==> src/rtl/pkvsar_ram.sv <==
// generic single-write, single-read ram with registered read data
`timescale 1ns / 1ps

module pkvsar_ram #(
  parameter int WIDTH = 32,
  parameter int DEPTH = 64,
  parameter int AW    = (DEPTH > 1) ? $clog2(DEPTH) : 1
) (
  input  logic             clk_i,
  input  logic             wr_en_i,
  input  logic [AW-1:0]    wr_addr_i,
  input  logic [WIDTH-1:0] wr_data_i,
  input  logic             rd_en_i,
  input  logic [AW-1:0]    rd_addr_i,
  output logic [WIDTH-1:0] rd_data_o
);

  logic [WIDTH-1:0] mem [DEPTH];
  logic [WIDTH-1:0] rd_data_q;

  always_ff @(posedge clk_i) begin
    if (wr_en_i) begin
      mem[wr_addr_i] <= wr_data_i;
    end
    if (rd_en_i) begin
      rd_data_q <= mem[rd_addr_i];
    end
  end

  assign rd_data_o = rd_data_q;

endmodule

==> config.mk <==
export PLATFORM = sky130hd
export DESIGN_NAME = pkvsar_ram
export DESIGN_NICKNAME = d
export VERILOG_FILES = /design/src/rtl/pkvsar_ram.sv
export SDC_FILE = /design/constraint.sdc
export NUM_CORES = 2
export LEC_CHECK = 0
export ABC_AREA = 0
export BUFFER_PORTS_ARGS = -buffer_cell sky130_fd_sc_hd__buf_4
export CAP_MARGIN = 15
export CORE_UTILIZATION = 35
export DETAILED_ROUTE_END_ITERATION = 16
export GPL_TIMING_DRIVEN = 0
export HOLD_SLACK_MARGIN = 0.03
export SKIP_CTS_REPAIR_TIMING = 1
export SLEW_MARGIN = 40
export SYNTH_ARGS = -nofsm -noshare
export SYNTH_HDL_FRONTEND = slang
export SYNTH_SLANG_ARGS = --single-unit
==> constraint.sdc <==
create_clock -name clk_i -period 11 [get_ports clk_i]
set_input_delay 1.1 -clock clk_i [delete_from_list [all_inputs] [get_ports clk_i]]
set_output_delay 1.1 -clock clk_i [all_outputs]
set_load 0.005 [all_outputs]
==> results_dict.tcl <==
set metrics [dict create \
    outcome "finished, final reports clean" \
    placed_area_sq_um 87100 \
    max_freq_mhz 224 \
    synthCells 3324 \
    grt_pass1_vias 39100 \
    synthToLayoutAreaGrowth_pct 18.7 \
    cts_max_level 4 \
    dr.pass1.iters 8 \
    grt_use_total_pct 21.0 \
    place.gp.congestion 0.853 \
    synth_edf_count 2080 \
    routed.top_layer "met5" \
    drive_gt1_share_pct 32.3 \
    core-area_sq_um 223000 \
    io_pins 79 \
    start_util_pct 35.4 \
    synth_area_leaders "edfxtp_1, mux4_2, mux2i_1, o22ai_1, nor2_1" \
    yosysMostFrequentCell "edfxtp_1" \
    cts_tree "yes" \
    met2WireLength_microns 115000 \
    fin_area_sq_um 93600 \
    routedWlPerCell_microns 34.9 \
    wl_microns 242000 \
    numPortBuffers 70 \
    fp.dieH_microns 477 \
    via_per_inst 5.74 \
    yosysTopAreaCellShare_pct 79.2 \
    cp.required_ns 11.52 \
    postLayoutCoreUtil_pct 42.0 \
    max-vdd-ir-drop_mv 0.143 \
    min_period_ns 4.46 \
    path_class "in -> reg" \
    syn_nets 3371 \
    synth_common_cells "edfxtp_1, mux4_2, nor2_1, mux2i_1, o22ai_1" \
    drt-met1-wl_microns 88100 \
    drc_errors 0 \
    setup_viol 0 \
    antenna_found_initial 19 \
    critPathCaptureType "flop" \
    die_w_microns 477 \
    hold-worst-slack_ns 0.659 \
    clockRootBuffer "clkbuf_16" \
    min_path_type "in -> reg" \
    synth_area_sq_um 78800 \
    maxCapViolations 0 \
    timing.slew.headroom_pct 34.7 \
    post-synth-top-area-cell "edfxtp_1" \
    timing.final.crit_share_pct 40.5 \
    fin_skew_ns 0.0414 \
    ys.flop_type "edfxtp_1" \
    slew_violations 0 \
    critPathArrivalTime_ns 4.98 \
    drtIter0Drc 6180 \
    dp_hpwl_microns 160000 \
    powerDensity_nw_per_um2 176 \
    vias 39700 \
    ys_types 33 \
    ys_seq_elements 2080 \
    hold_violations 0 \
    fin_cells 6928 \
    cts.clk_slew.worst_paths_ns 0.06 \
    wl_met3_microns 25000 \
    grt_pass1_wl_microns 327000 \
    synthArstFlopShare_pct 0 \
    ant_nets 0 \
    place_inst 6548 \
    syn-mean-instance-area_sq_um 23.7 \
    yosysWarnings 0 \
    nets 3832 \
    path_max_fanout 10 \
    tightest_slew_ns 0.980 \
    grt_max_degree 65 \
    seq_area_frac_synth_pct 79.2 \
    cts_sinks 2080 \
    cp-start-kind "input pin" \
    p_leak_nw 29.1 \
    grt_overflow 0 \
    tns_ns 0 \
    grt_setup_unrepaired "false" \
    die_area_sq_um 227000 \
    insertion_delay_ns 0.85 \
    clockBufferDepth 3 \
    numCtsBuffers 204 \
    row_count 173 \
]
## sequential cells by signal (all words and copies together), names as in the netlist
register	count
mem	2048
rd_data_o	32
## final cells by class
cell class	instances	area [sq um]
fillers	19000	129000
clock buffers	258	5350
clock inverters	107	937
diodes	9	22.5
multi-input cells	1062	16000
repair buffers	255	4150
plain buffers	182	953
flip-flops and latches	2080	62500
well taps	2975	3720
## stage by stage
stage / worst slack [ns] / power, mW
2_1_floorplan: 6.74 / 9.40
3_3_place_gp: 2.89 / 9.88
3_5_place_dp: 5.80 / 9.92
4_1_cts: 6.68 / 16.5
5_1_grt: 6.63 / 16.8
6_report: 6.54 / 16.4
## where the power goes
part	switching [mW]	total, mW	internal [mW]
logic	0.640	0.955	0.315
clock network	3.02	6.68	3.66
registers	0.0147	8.81	8.79
total	3.67	16.4	12.8
## worst max-delay path: stages
cell	delay (ns)
buf_2	0.44
buf_2	0.45
buf_2	0.42
buf_2	0.46
nand3b_1	0.56
o221ai_1	0.38
a21oi_1	0.21
a21oi_1	0.64
nor2_1	0.26
## layout by cell type (no fill, tap or decap), types with 50 or more instances in the layout
master / Yosys / layout
edfxtp_1: 2080 / 2080
mux4_2: 544 / 544
clkbuf_16: 0 / 206
buf_4: 25 / 103
mux2i_1: 93 / 93
clkbuf_1: 74 / 88
buf_8: 0 / 85
o22ai_1: 84 / 81
nor2_1: 137 / 75
buf_16: 0 / 75
buf_2: 57 / 74
a21oi_1: 62 / 62
nor2_4: 0 / 62
clkinv_1: 0 / 50
## path summary, 6_finish.rpt
| check | end | depth (start not counted) | slack (ns) | startpoint |
|---|---|---|---|---|
| max | rd_data_o[6] | 9 | 6.54 | rd_addr_i[1] |
| min | mem[42][21] | 1 | 0.66 | wr_data_i[21] |
| min reg2reg | rd_data_o[8] | 4 | 1.18 | mem[12][8] |
| max reg2reg | rd_data_o[9] | 4 | 8.24 | mem[14][9] |
## metal layers
metal / global-route usage [%] / vias to the layer above
met3: 4.65 / 504
met2: 33.5 / 2502
met4: 10.3 / 6
met1: 27.2 / 21500
met5: 0 / -
li1: - / 15300
## cell families after synthesis
kind of cell / synth area share, %
flops: 79.2
mux: 16.7
simple gates: 1.26
compound gates: 1.67
buf+inv: 1.12
(Power assumes the default switching activity.)
